--- config.mk ---
export PLATFORM = sky130hd
export DESIGN_NAME = touch_point_report_parser_top
export DESIGN_NICKNAME = d
export VERILOG_FILES = /design/src/rtl/tpr_pkg.sv /design/src/rtl/touch_point_report_parser_top.sv
export VERILOG_INCLUDE_DIRS = /design/src /design/src/rtl
export SDC_FILE = /design/constraint.sdc
export NUM_CORES = 1
export LEC_CHECK = 0
export ABC_AREA = 1
export BUFFER_PORTS_ARGS = -buffer_cell sky130_fd_sc_hd__buf_2
export CORE_UTILIZATION = 60
export DETAILED_ROUTE_END_ITERATION = 6
export PLACE_DENSITY = 0.82
export SLEW_MARGIN = 20
export SYNTH_ARGS = -nofsm -noshare
export SYNTH_HDL_FRONTEND = slang
export SYNTH_SLANG_ARGS = --single-unit
--- constraint.sdc ---
create_clock -name clk -period 4.4 [get_ports clk]
set_clock_uncertainty 0.2 [all_clocks]
set_input_delay 0.66 -clock clk [delete_from_list [all_inputs] [get_ports clk]]
set_output_delay 0.66 -clock clk [all_outputs]
set_load 0.01 [all_outputs]
--- src/rtl/assert_macros.svh ---
// assertion macros used by the rtl module
`ifndef ASSERT_MACROS_SVH
`define ASSERT_MACROS_SVH

// implication checked at every rising edge outside reset
`define ASSERT_IMPL(label, clk, rst, cond, prop, msg) \
  label: assert property (@(posedge clk) disable iff (rst) (cond) |-> (prop)) \
    else $error(msg);

// property checked at every rising edge outside reset
`define ASSERT_ALWAYS(label, clk, rst, prop, msg) \
  label: assert property (@(posedge clk) disable iff (rst) (prop)) \
    else $error(msg);

`endif

--- src/rtl/tpr_pkg.sv ---
// types, constants and the clamp function of the touch point report parser
package tpr_pkg;

  typedef enum logic [1:0] {
    KIND_POINT     = 2'd0,
    KIND_NOT_READY = 2'd1,
    KIND_BAD_COUNT = 2'd2,
    KIND_EMPTY     = 2'd3
  } kind_t;

  localparam logic [1:0] CFG_SCREEN_WIDTH  = 2'd0;
  localparam logic [1:0] CFG_SCREEN_HEIGHT = 2'd1;
  localparam logic [1:0] CFG_EDGE_MARGIN   = 2'd2;

  localparam logic [11:0] WIDTH_RESET  = 12'd800;
  localparam logic [11:0] HEIGHT_RESET = 12'd480;
  localparam logic [6:0]  MARGIN_RESET = 7'd20;

  localparam int READY_BIT = 7;
  localparam logic [7:0] COUNT_MASK = 8'h0f;

  localparam logic [2:0] POS_TRACK_ID = 3'd0;
  localparam logic [2:0] POS_X_LOW    = 3'd1;
  localparam logic [2:0] POS_X_HIGH   = 3'd2;
  localparam logic [2:0] POS_Y_LOW    = 3'd3;
  localparam logic [2:0] POS_Y_HIGH   = 3'd4;
  localparam logic [2:0] POS_SIZE_LOW = 3'd5;
  localparam logic [2:0] POS_SIZE_HIGH = 3'd6;
  localparam logic [2:0] POS_RESERVED = 3'd7;

  localparam int OUT_DATA_W = 56;

  function automatic logic [11:0] clamp_axis(input logic [15:0] v,
                                             input logic [11:0] extent,
                                             input logic [6:0]  margin);
    logic [11:0] hi;
    logic [15:0] lo_clamped;
    logic [15:0] hi_clamped;
    hi = (extent > {5'd0, margin}) ? extent - {5'd0, margin} : 12'd0;
    lo_clamped = (v < {9'd0, margin}) ? {9'd0, margin} : v;
    hi_clamped = (lo_clamped > {4'd0, hi}) ? {4'd0, hi} : lo_clamped;
    return hi_clamped[11:0];
  endfunction

endpackage

--- src/rtl/touch_point_report_parser_top.sv ---
// touch point report parser: status byte decode, record assembly and clamping
// a result word is registered and is offered on the output in the cycle after the byte that completes it is accepted
// throughput: one byte per cycle, set by the single output register
// input stalls only while a result word waits and the output is not ready
// reset (rst, synchronous) clears parse state and output valid, and loads
// screen 800 x 480 with margin 20
`include "assert_macros.svh"
module touch_point_report_parser_top import tpr_pkg::*; #(
  parameter int MAX_POINTS = 5
) (
  input  logic                  clk,
  input  logic                  rst,
  input  logic                  s_axis_tvalid,
  output logic                  s_axis_tready,
  input  logic [7:0]            s_axis_tdata,   // data_byte
  input  logic                  s_axis_tuser,   // frame_start
  output logic                  m_axis_tvalid,
  input  logic                  m_axis_tready,
  output logic [OUT_DATA_W-1:0] m_axis_tdata,   // track_id, pos_x, pos_y, touch_size, point_index
  output logic [1:0]            m_axis_tuser,   // kind
  output logic                  m_axis_tlast,   // last
  input  logic                  cfg_we,
  input  logic [1:0]            cfg_index,
  input  logic [11:0]           cfg_data
);

  localparam int CNT_W = $clog2(MAX_POINTS + 1);

  logic [11:0] screen_width;
  logic [11:0] screen_height;
  logic [6:0]  edge_margin;

  logic             expecting_points, expecting_points_next;
  logic [CNT_W-1:0] points_expected, points_expected_next;
  logic [CNT_W-1:0] point_counter, point_counter_next;
  logic [2:0]       byte_in_record, byte_in_record_next;
  logic [7:0]       held_track_id, held_track_id_next;
  logic [15:0]      held_x, held_x_next;
  logic [15:0]      held_y, held_y_next;
  logic [7:0]       held_size_low, held_size_low_next;

  logic                  out_valid;
  logic [OUT_DATA_W-1:0] out_data;
  kind_t                 out_kind;
  logic                  out_last;

  logic                  accept;
  logic                  produced;
  logic [OUT_DATA_W-1:0] res_data;
  kind_t                 res_kind;
  logic                  res_last;

  logic [3:0]  count;
  logic [11:0] clamped_x;
  logic [11:0] clamped_y;
  logic        is_last;

  assign s_axis_tready = !out_valid || m_axis_tready;
  assign accept        = s_axis_tvalid && s_axis_tready;
  assign m_axis_tvalid = out_valid;
  assign m_axis_tdata  = out_data;
  assign m_axis_tuser  = out_kind;
  assign m_axis_tlast  = out_last;

  assign count     = s_axis_tdata[3:0] & COUNT_MASK[3:0];
  assign clamped_x = clamp_axis(held_x, screen_width, edge_margin);
  assign clamped_y = clamp_axis(held_y, screen_height, edge_margin);
  assign is_last   = ({1'b0, point_counter} + 1'b1) >= {1'b0, points_expected};

  always_comb begin
    expecting_points_next = expecting_points;
    points_expected_next  = points_expected;
    point_counter_next    = point_counter;
    byte_in_record_next   = byte_in_record;
    held_track_id_next    = held_track_id;
    held_x_next           = held_x;
    held_y_next           = held_y;
    held_size_low_next    = held_size_low;
    produced              = 1'b0;
    res_data              = '0;
    res_kind              = KIND_POINT;
    res_last              = 1'b1;
    if (s_axis_tuser) begin
      expecting_points_next = 1'b0;
      points_expected_next  = '0;
      point_counter_next    = '0;
      byte_in_record_next   = POS_TRACK_ID;
      produced              = 1'b1;
      if (!s_axis_tdata[READY_BIT]) begin
        res_kind = KIND_NOT_READY;
      end else if (int'(count) > MAX_POINTS) begin
        res_kind = KIND_BAD_COUNT;
      end else if (count == 4'd0) begin
        res_kind = KIND_EMPTY;
      end else begin
        produced              = 1'b0;
        expecting_points_next = 1'b1;
        points_expected_next  = CNT_W'(count);
      end
    end else if (expecting_points) begin
      case (byte_in_record)
        POS_TRACK_ID:  held_track_id_next = s_axis_tdata;
        POS_X_LOW:     held_x_next = {held_x[15:8], s_axis_tdata};
        POS_X_HIGH:    held_x_next = {s_axis_tdata, held_x[7:0]};
        POS_Y_LOW:     held_y_next = {held_y[15:8], s_axis_tdata};
        POS_Y_HIGH:    held_y_next = {s_axis_tdata, held_y[7:0]};
        POS_SIZE_LOW:  held_size_low_next = s_axis_tdata;
        POS_SIZE_HIGH: begin
          produced = 1'b1;
          res_kind = KIND_POINT;
          res_last = is_last;
          res_data = {5'd0, 3'(point_counter), s_axis_tdata, held_size_low,
                      clamped_y, clamped_x, held_track_id};
          if (is_last) begin
            expecting_points_next = 1'b0;
          end
        end
        default: ;
      endcase
      if (byte_in_record == POS_RESERVED) begin
        byte_in_record_next = POS_TRACK_ID;
        point_counter_next  = point_counter + 1'b1;
      end else begin
        byte_in_record_next = byte_in_record + 3'd1;
      end
    end
  end

  always_ff @(posedge clk) begin
    if (rst) begin
      screen_width     <= WIDTH_RESET;
      screen_height    <= HEIGHT_RESET;
      edge_margin      <= MARGIN_RESET;
      expecting_points <= 1'b0;
      points_expected  <= '0;
      point_counter    <= '0;
      byte_in_record   <= POS_TRACK_ID;
      held_track_id    <= '0;
      held_x           <= '0;
      held_y           <= '0;
      held_size_low    <= '0;
      out_valid        <= 1'b0;
    end else begin
      if (cfg_we) begin
        unique case (cfg_index)
          CFG_SCREEN_WIDTH:  screen_width  <= cfg_data;
          CFG_SCREEN_HEIGHT: screen_height <= cfg_data;
          CFG_EDGE_MARGIN:   edge_margin   <= cfg_data[6:0];
          default: ;
        endcase
      end
      if (accept) begin
        expecting_points <= expecting_points_next;
        points_expected  <= points_expected_next;
        point_counter    <= point_counter_next;
        byte_in_record   <= byte_in_record_next;
        held_track_id    <= held_track_id_next;
        held_x           <= held_x_next;
        held_y           <= held_y_next;
        held_size_low    <= held_size_low_next;
      end
      if (accept && produced) begin
        out_valid <= 1'b1;
      end else if (m_axis_tready) begin
        out_valid <= 1'b0;
      end
    end
  end

  // result payload, no reset needed
  always_ff @(posedge clk) begin
    if (accept && produced) begin
      out_data <= res_data;
      out_kind <= res_kind;
      out_last <= res_last;
    end
  end

  `ASSERT_IMPL(a_status_word_last, clk, rst,
    m_axis_tvalid && (m_axis_tuser != KIND_POINT), m_axis_tlast,
    "status word without last")
  `ASSERT_IMPL(a_status_word_zero, clk, rst,
    m_axis_tvalid && (m_axis_tuser != KIND_POINT), m_axis_tdata == '0,
    "status word carries point data")
  `ASSERT_IMPL(a_counter_in_range, clk, rst,
    expecting_points, (point_counter < points_expected) && (points_expected != '0),
    "point counter beyond expected count")
  `ASSERT_ALWAYS(a_expected_bound, clk, rst,
    int'(points_expected) <= MAX_POINTS,
    "expected count above maximum")

endmodule
Word-level counts from Yosys, hierarchy flattened
Index checks and enable logic that the tools add are counted.
{"block": "op_classes", "add_sub_neg": 5, "order_cmp": 8, "eq_ne": 9, "muxes": 35, "bitwise": 7, "reduce_logical": 25}
{"op": "case mux 16 bit (2 select lines)", "count": 2}
{"op": "two-way mux 12 bit", "count": 4}
{"op": "greater-than comparator 16 x 12 -> 1 bit", "count": 2}
{"op": "< comparator 16 x 7 -> 1 bit", "count": 2}
{"op": "two-way mux 16 bit", "count": 2}
{"op": "two-way mux 3 bit", "count": 9}
{"op": "greater-than comparator 12 x 7 -> 1 bit", "count": 2}
{"op": "subtractor 12 x 7 -> 12 bit", "count": 2}
{"op": "AND reduction 5 bit", "count": 4}
{"op": "two-way mux 1 bit", "count": 16}
{"op": "equality test 3 bit, second input constant", "count": 4}
{"op": "AND reduction 2 bit", "count": 6}
{"op": "AND reduction 4 bit", "count": 2}
{"op": "NOT 1 bit", "count": 7}
{"op": "adder 3 x 1 -> 3 bit, second input constant", "count": 2}
{"op": "equality test 3 x 2 -> 1 bit, second input constant", "count": 2}
{"op": "nonzero test 2 bit", "count": 3}
{"op": "adder 3 x 1 -> 4 bit, second input constant", "count": 1}
{"op": "greater-or-equal comparator 4 x 3 -> 1 bit", "count": 1}
{"op": "greater-than comparator 4 x 3 -> 1 bit, second input constant", "count": 1}
{"op": "logical NOT 4 bit", "count": 1}
{"op": "two-way mux 2 bit", "count": 2}
{"op": "equality test 3 x 1 -> 1 bit, second input constant", "count": 1}
{"op": "logical NOT 3 bit", "count": 1}
{"op": "other kinds (9)", "count": 10}
{"block": "totals", "regBits": 149, "out_inout_bits": 61}

Logic depth before layout (Yosys ltp)
Gate-level depths: netlist of run 1.
{"block": "depth", "depth_word": 7, "ltp_mapped": 25, "mapped_depth_nobuf": 25}

Least setup slack after synthesis of run 1
Ideal clock, no wire load.
{"block": "synth_timing", "path_kind": "register to register", "startpoint": "reg edge_margin[0]", "endpoint": "reg out_data[27], in the netlist m_axis_tdata[27] (data pin)", "setup_time_ns": 0.253, "arrival_ns": 2.672, "required_ns": 3.947, "path_slack_ns": 1.275, "path_stages_with_launch": 22, "cell_sequence": "dfxtp_1 > ha_1 > inv_1 > fa_1 > nand3_1 > nand2_1 > nand2_1 > nand2_1 > nand2_1 > nand2_2 > inv_2 > nor2_1 > inv_1 > ha_1 > a21oi_1 > o21ai_0 > nor2_1 > nand2_2 > nand2_2 > nand2_1 > nand2_1 > nor2_1"}
{"block": "synth_via", "elab_chain_len": 4, "word_cells_on_any_way": 7, "classes_between": "add/sub (1); order compare (3); mux (3)"}
{"element": "start, declared", "line_no": "touch_point_report_parser_top.sv:31", "rtl": "logic [6:0] edge_margin;"}
{"element": "start signal, assigned", "line_no": "touch_point_report_parser_top.sv:148", "rtl": "CFG_EDGE_MARGIN: edge_margin <= cfg_data[6:0];"}
{"element": "< comparator 16 x 7 -> 1 bit (tied with other cells)", "line_no": "tpr_pkg.sv:40", "rtl": "lo_clamped = (v < {9'd0, margin}) ? {9'd0, margin} : v;"}
{"element": "two-way mux 16 bit / two-way mux 12 bit (equally long branches)", "line_no": "tpr_pkg.sv:40, tpr_pkg.sv:39"}
{"element": "greater-than comparator 16 x 12 -> 1 bit", "line_no": "tpr_pkg.sv:41", "rtl": "hi_clamped = (lo_clamped > {4'd0, hi}) ? {4'd0, hi} : lo_clamped;"}
{"element": "two-way mux 12 bit (*)", "line_no": "tpr_pkg.sv:41"}
{"element": "end signal, assigned", "line_no": "touch_point_report_parser_top.sv:173", "rtl": "out_data <= res_data;"}
{"element": "end, declared", "line_no": "touch_point_report_parser_top.sv:43", "rtl": "logic [OUT_DATA_W-1:0] out_data;"}
Every way passes the cells marked *; elsewhere a longest branch is shown, timed or not.
A chain may end at the register's enable or synchronous reset.

Worst setup path in the final report of run 1
{"block": "layout_timing", "startpoint": "reg edge_margin[5]", "endpoint": "reg out_data[26], in the netlist m_axis_tdata[26] (data pin)"}
Same word-level chain as after synthesis.

==> run metrics, run 1 <==
register area share after synthesis 41.12%; Tot Pwr 0.003269 W; largest net degree at the start of global routing 83; first-pass GRT wire length 32890 um; status completed; post-route setup slack 676.1 ps; Worst-Margin Slew 917.7 ps; final wirelength 19880 um; Post-Syn Area 8324 um^2; Max-cap violations 0; Yosys top cell area share 21.64%; R2R setup slack 680 ps; clock share of power 43.2%; Ant. Diodes 0; unrepaired setup endpoints after global routing no; hold path depth 2; hold path startpoint held_track_id[2]$_SDFFE_PP0P_; WP data required 4380 ps; Routed WL per cell 14.44 um; switching power 0.0009157 W; Die W 119.8 um; Cell variety after synth 44; Slew Viols, Final 0; Setup crit end kind flop; Setup Viol. Count Final 0; GRT Overall Usage 28.95%; CTS tree built; IO Port Bufs 83; starting DRC count in detailed routing 553; reg2reg end m_axis_tdata[26]$_SDFFCE_PP0P_; core area 13400 um^2; post-CTS sizing 0; fin nets 1278; Hold Crit Class reg2reg; dpl ws 786.4 ps; Pleak 4.428 nW; ratio of cells with drive above 1 in the final layout 14.15%; top cells by area, synth dfxtp_1 (22%), edfxtp_1 (19%), nand2_1 (11%), ha_1 (9.0%), nor2_1 (6.8%); clk buf depth 2; post-layout min period 3724 ps; sw frac 28.02%; number of global-route vias before repair 6898; DRT antenna net count 0; R2R depth 17; DIE AREA 14350 um^2; Die Ht 119.8 um; Synth area leader dfxtp_1; internal power 0.002353 W; Slew HR 38.82%; combinational power share 12.9%; Critical Path Start Type flop; vias per cell 5.471; Clk pin slew, worst setup/hold paths 60 ps; dpl cells 1345; Cell Rows 42; H-Tree Depth 4; P&R area growth vs syn 12.99%; IO Count 89; syn_area_per_cell 7.466 um^2; PwrDens 347.5 nW/um^2; Crit Path Class reg2reg; Detail Placement HPWL 14240 um; Root Driver clkbuf_16; Seq pwr share 44.0%; Final Hold Viols 0; TNS Setup 0 ps; Starting Density 62.12%; # fillers 1088; Yosys reg bits 144; GP Congestion 0.9814; Peak VDD IR 0.2216 mV; GR Overflow Total 0; CTS Sinks 144; Mapped Cells 1115; max frequency 0.2685 GHz; Layout Utilization 70.19%; hold_buf cts 0; antenna violations before repair 0; Yosys Warn Count 0; Setup Fix Bufs, Post-CTS 0; crit-path max FO 9; Clk Latency, worst-skew pair 420 ps; Inserted Clock Buffers 17; Critical R2R Launch edge_margin[5]$_SDFFE_PP0P_; vias 7534; CP arrival 3700 ps; fin crit share 84.63%; DRC viols 0; post-route non-filler standard cell count 1377; Min-Delay Endpoint held_track_id[2]$_SDFFE_PP0P_; 1st-pass router iterations 5
stage by stage:
stage / hold WS (ps) / area [um^2]
finish: 254.1 / 9405
global route: 286.3 / 9405
global placement: 239.7 / 8826
floorplan: 230.0 / 8339
detailed placement: 246.2 / 8826
CTS: 254.8 / 9404
routing by layer:
layer | GRT usage [%] | wire, um | vias to the layer above | part of all wire, %
met3 | 4.563 | 1361 | 48 | 6.8
met2 | 47.29 | 9388 | 288 | 47
met4 | 12.11 | 577 | 0 | 2.9
met5 | 0 | 0 | - | 0
met1 | 38.13 | 8553 | 3446 | 43
li1 | - | - | 3752 | -
worst max-delay path: stages (launching register included):
cell and delay [ps]:
dfxtp_1 380, inv_1 190, ha_1 410, nand2_1 110, inv_1 50, a21oi_2 260
nand3_1 120, nand2_1 70, nand2_1 60, nor2_1 190, inv_1 80, ha_1 320
nand2_1 90, nor3_2 260, nand3_2 210, a21boi_2 260, nor2_1 130, nor2_1 70
flip-flops by register name, indices dropped and copies added (netlist names), 2 cells and up:
signal,flops
held_y,16
held_x,16
byte_in_record,3
screen_width,12
point_counter,3
m_axis_tdata,51
edge_margin,7
m_axis_tuser,2
held_size_low,8
points_expected,3
held_track_id,8
screen_height,12
how the worst max path moves through the flow:
stage                                      to  slack (ps)                   startpoint
3_5_place_dp   m_axis_tdata[30]$_SDFFCE_PP0P_         790  edge_margin[0]$_SDFFE_PP0P_
4_1_cts        m_axis_tdata[29]$_SDFFCE_PP0P_         700  edge_margin[0]$_SDFFE_PP0P_
2_1_floorplan  m_axis_tdata[27]$_SDFFCE_PP0P_        1280  edge_margin[0]$_SDFFE_PP0P_
3_3_place_gp   m_axis_tdata[25]$_SDFFCE_PP0P_         880  edge_margin[0]$_SDFFE_PP0P_
5_1_grt        m_axis_tdata[30]$_SDFFCE_PP0P_         410  edge_margin[0]$_SDFFE_PP0P_
6_report       m_axis_tdata[26]$_SDFFCE_PP0P_         680  edge_margin[5]$_SDFFE_PP0P_
cell families after synthesis:
family / count (synthesis) / share of synthesized area [%]
AND/OR/NAND/NOR: 525 / 27.70
other: 1 / 0.04505
buffers and inverters: 195 / 9.304
flip-flops: 144 / 41.12
XOR/XNOR: 3 / 0.3157
adder cells (fa/ha/maj): 62 / 9.499
AO/OA/AOI/OAI: 185 / 12.01
layout by cell type, fill, tap and decap left out, types with 3 or more instances in the layout:
cell type	n
nand2_1	241
nor2_1	151
inv_1	146
dfxtp_1	90
a21oi_1	86
buf_2	83
o21ai_0	78
nand3_1	71
ha_1	60
edfxtp_1	54
clkbuf_16	17
nand2_2	12
nand4_1	10
nor3_1	9
inv_2	9
o211ai_1	6
nand3b_1	5
conb_1	5
nor2_4	4
nor2_2	4
nand3_2	4
clkinvlp_4	4
buf_4	4
clkinv_2	3
xor2_1	3
nand2_4	3
a21oi_2	3
a211oi_1	3
inv_6	3
power groups by stage:
stage | registers, W | logic, W | clock network (W)
after floorplan | 0.00147 | 0.000284 | 0
after global placement | 0.00146 | 0.000399 | 0
after detailed placement | 0.00147 | 0.000408 | 0
after CTS | 0.00144 | 0.000415 | 0.00142
after global routing | 0.00144 | 0.000477 | 0.00147
final | 0.00144 | 0.000421 | 0.00141
synth_stat cells, drive strengths merged:
cell type / count
nand2: 256
nor2: 159
inv: 157
dfxtp: 90
a21oi: 89
o21ai: 79
nand3: 77
ha: 60
edfxtp: 54
clkbuf: 22
buf: 15
nor3: 11
nand4: 10
nand3b: 6
o211ai: 6
a21boi: 4
a211oi: 3
xor2: 3
a21o: 2
a31oi: 2
fa: 2
nor3b: 2
or2: 2
and3: 1
clkinv: 1
conb: 1
nor4: 1
area by class of cell:
class,instances,area (um^2),area share (%)
multi-input cells,780,4141,44.03
flip-flops and latches,144,3423,36.40
repair buffers,87,445.4,4.736
well taps,176,220.2,2.341
clock inverters,15,152.6,1.623
clock buffers,17,425.4,4.523
inverters,158,596.8,6.346
Note: power is estimated with default switching activity, not from simulation.
==> run 2, diff against run 1 <==
clock period = 3.49 ns   (was 4.4 ns; I/O delays follow)
==> run metrics, run 2 (synthesis gave the netlist of run 1 again) <==
status complete, but fails checks (was completed); failing checks design-rule violations; Multi-input gate area 4424 um^2 (was 4141 um^2); R2R setup slack 70 ps (was 680 ps); Root Driver clkbuf_16 (unchanged); Routed WL per cell 14.93 um (was 14.44 um); vias per cell 5.538 (was 5.471); sw frac 26.86% (was 28.02%); Clk Latency, worst-skew pair 430 ps (was 420 ps); max frequency 0.2923 GHz (was 0.2685 GHz); core area 13400 um^2 (unchanged); P&R area growth vs syn 19.12% (was 12.99%); TNS Setup 0 ps (unchanged); Pleak 4.603 nW (was 4.428 nW); Detail Placement HPWL 13880 um (was 14240 um); largest net degree at the start of global routing 55 (was 83); DRC viols 1 (was 0); starting DRC count in detailed routing 787 (was 553); Crit path top cell by count nand2_2 (was nand2_1); # fillers 953 (was 1088); GRT Overall Usage 28.63% (was 28.95%); vias 7714 (was 7534); Slew Viols, Final 0 (unchanged); family with the most delay on the worst path simple AND/OR/NAND/NOR gates (unchanged); GR Overflow Total 0 (unchanged); fin nets 1294 (was 1278); fin crit share 98.04% (was 84.63%); Crit path depth 21 (was 17); Die Ht 119.8 um (unchanged); Inserted Clock Buffers 17 (unchanged); Cell Rows 42 (unchanged); Crit Path Class reg2reg (unchanged); Peak VDD IR 0.3602 mV (was 0.2216 mV); dpl ws -93.74 ps (was 786.4 ps); internal power 0.003248 W (was 0.002353 W); crit-path max FO 5 (was 9); WP data required 3570 ps (was 4380 ps); hold path startpoint cfg_data[3] (was held_track_id[2]$_SDFFE_PP0P_); Max-cap violations 0 (unchanged); Final Hold Viols 0 (unchanged); Buf/Inv on CP 4 (was 3); most frequent cells in the layout nand2_1 (233), nor2_1 (138), inv_1 (137) (was nand2_1 (241), nor2_1 (151), inv_1 (146)); IO Port Bufs 83 (unchanged); post-route setup slack 68.54 ps (was 676.1 ps); Min-Delay Endpoint screen_height[3]$_SDFFE_PP0P_ (was held_track_id[2]$_SDFFE_PP0P_); PwrDens 447.8 nW/um^2 (was 347.5 nW/um^2); Die W 119.8 um (unchanged); clock share of power 45.8% (was 43.2%); CP arrival 3500 ps (was 3700 ps); GP Congestion 0.9716 (was 0.9814); DRT antenna net count 0 (unchanged); number of global-route vias before repair 6978 (was 6898); Critical R2R Launch edge_margin[0]$_SDFFE_PP0P_ (was edge_margin[5]$_SDFFE_PP0P_); Clk pin slew, worst setup/hold paths 60 ps (about the same); post-layout min period 3421 ps (was 3724 ps); combinational power share 13.4% (was 12.9%); hold path depth 3 (was 2); antenna violations before repair 0 (unchanged); Crit-path slowest cell fa_2 (was ha_1); Worst-Margin Slew 877.6 ps (was 917.7 ps); Register Area 3430 um^2 (was 3423 um^2); CTS Sinks 144 (unchanged); H-Tree Depth 4 (unchanged); final wirelength 20800 um (was 19880 um); Starting Density 62.12% (unchanged); Hold Crit Class in2reg (was reg2reg); Seq pwr share 40.8% (was 44.0%); 1st-pass router iterations 7 (was 5); first-pass GRT wire length 32640 um (was 32890 um); Worst path max stage delay 440 ps (was 410 ps); DIE AREA 14350 um^2 (unchanged); Setup Viol. Count Final 0 (unchanged); switching power 0.001193 W (was 0.0009157 W); CP Cell Sequence ha_1 > inv_2 > fa_2 > nand3_2 > nand2_2 > nand2_2 > nand2_1 > nand2_1 > nand2_2 > inv_4 > nor2_4 > inv_1 > ha_1 > a21oi_1 > o21ai_0 > nor2_1 > nand2_2 > buf_4 > nand3_1 > nand2_1 > nor2_1 (was inv_1 > ha_1 > nand2_1 > inv_1 > a21oi_2 > nand3_1 > nand2_1 > nand2_1 > nor2_1 > inv_1 > ha_1 > nand2_1 > nor3_2 > nand3_2 > a21boi_2 > nor2_1 > nor2_1); Largest register FFs 51 (unchanged); commonest non-fill, non-tap cell in the layout nand2_1 (unchanged); Setup crit end kind flop (unchanged); Ant. Diodes 0 (unchanged); ratio of cells with drive above 1 in the final layout 19.23% (was 14.15%); CTS tree built (unchanged); IO Count 89 (unchanged); Slew HR 41.13% (was 38.82%); Critical Path Start Type flop (unchanged); R2R depth 21 (was 17); clk buf depth 2 (unchanged); reg2reg end m_axis_tdata[25]$_SDFFCE_PP0P_ (was m_axis_tdata[26]$_SDFFCE_PP0P_)
==> run 2: changes by cell type in the layout (fill, tap and decap cells not counted), moves of 9 or more <==
cell and change:
buf_4 +13, nor2_1 -13, ha_1 -11, ha_4 +11, inv_1 -9
==> run 2: worst min-delay path: cells and delay by family <==
kind / cells / cell delay (ps)
and+or+nand+nor: 2 / 120
buffers and inverters: 1 / 100
==> run 2: area by class of cell <==
cell class	count	area share, %
clock inverter	14	2.208
clock buffer	18	4.429
multi-input combinational	781	44.62
sequential	144	34.59
tap	176	2.221
timing repair buffer	102	5.880
inverter	158	6.057
==> run 2: repair_timing <==
action / 4_1_cts / 5_1_grt
endpoints found under the hold margin: 0 / 0
pin swaps: 0 / 21
gates resized for setup: 8 / 63
setup buffers: 0 / 8
gates cloned: 0 / 1
endpoints found under the setup margin: 12 / 24
hold buffers: 0 / 0
==> run 2: stage by stage <==
step | instances | instance area (um^2) | util, % | power, W | hold slack (ps)
floorplan | 1119 | 8339 | - | 0.002213 | 230.0
global placement | 1352 | 8904 | 66.44 | 0.002352 | 240.0
detailed placement | 1352 | 8904 | 66.44 | 0.002364 | 246.0
CTS | 1384 | 9592 | 71.58 | 0.004376 | 146.2
global route | 1393 | 9916 | 74.00 | 0.004574 | 171.3
finish | 1393 | 9916 | 74.00 | 0.004441 | 153.3
==> run 2: worst max-delay path by stage <==
stage                                                end                           from  slack [ps]
after floorplan           m_axis_tdata[27]$_SDFFCE_PP0P_    edge_margin[0]$_SDFFE_PP0P_         370
after global placement    m_axis_tdata[30]$_SDFFCE_PP0P_    edge_margin[0]$_SDFFE_PP0P_          50
after global routing      m_axis_tdata[26]$_SDFFCE_PP0P_  screen_height[0]$_SDFFE_PP0P_         -90
after CTS                 m_axis_tdata[28]$_SDFFCE_PP0P_    edge_margin[0]$_SDFFE_PP0P_           7
final                     m_axis_tdata[25]$_SDFFCE_PP0P_    edge_margin[0]$_SDFFE_PP0P_          70
after detailed placement  m_axis_tdata[28]$_SDFFCE_PP0P_    edge_margin[6]$_SDFFE_PP0P_         -90
==> run 2: power groups by stage <==
stage                     clock network (W)  registers (W)  logic [W]
after global routing                0.00210        0.00182   0.000658
after global placement                    0        0.00184   0.000507
after CTS                           0.00204        0.00181   0.000530
after detailed placement                  0        0.00185   0.000519
after floorplan                           0        0.00185   0.000358
final                               0.00203        0.00181   0.000595
==> run 2: per-layer routing <==
layer | wire, um | up-vias | GRT usage (%)
met5 | 0 | - | 0
met4 | 605 | 0 | 13.59
met3 | 1471 | 69 | 4.943
met2 | 10010 | 359 | 46.42
met1 | 8720 | 3492 | 37.08
li1 | - | 3794 | -
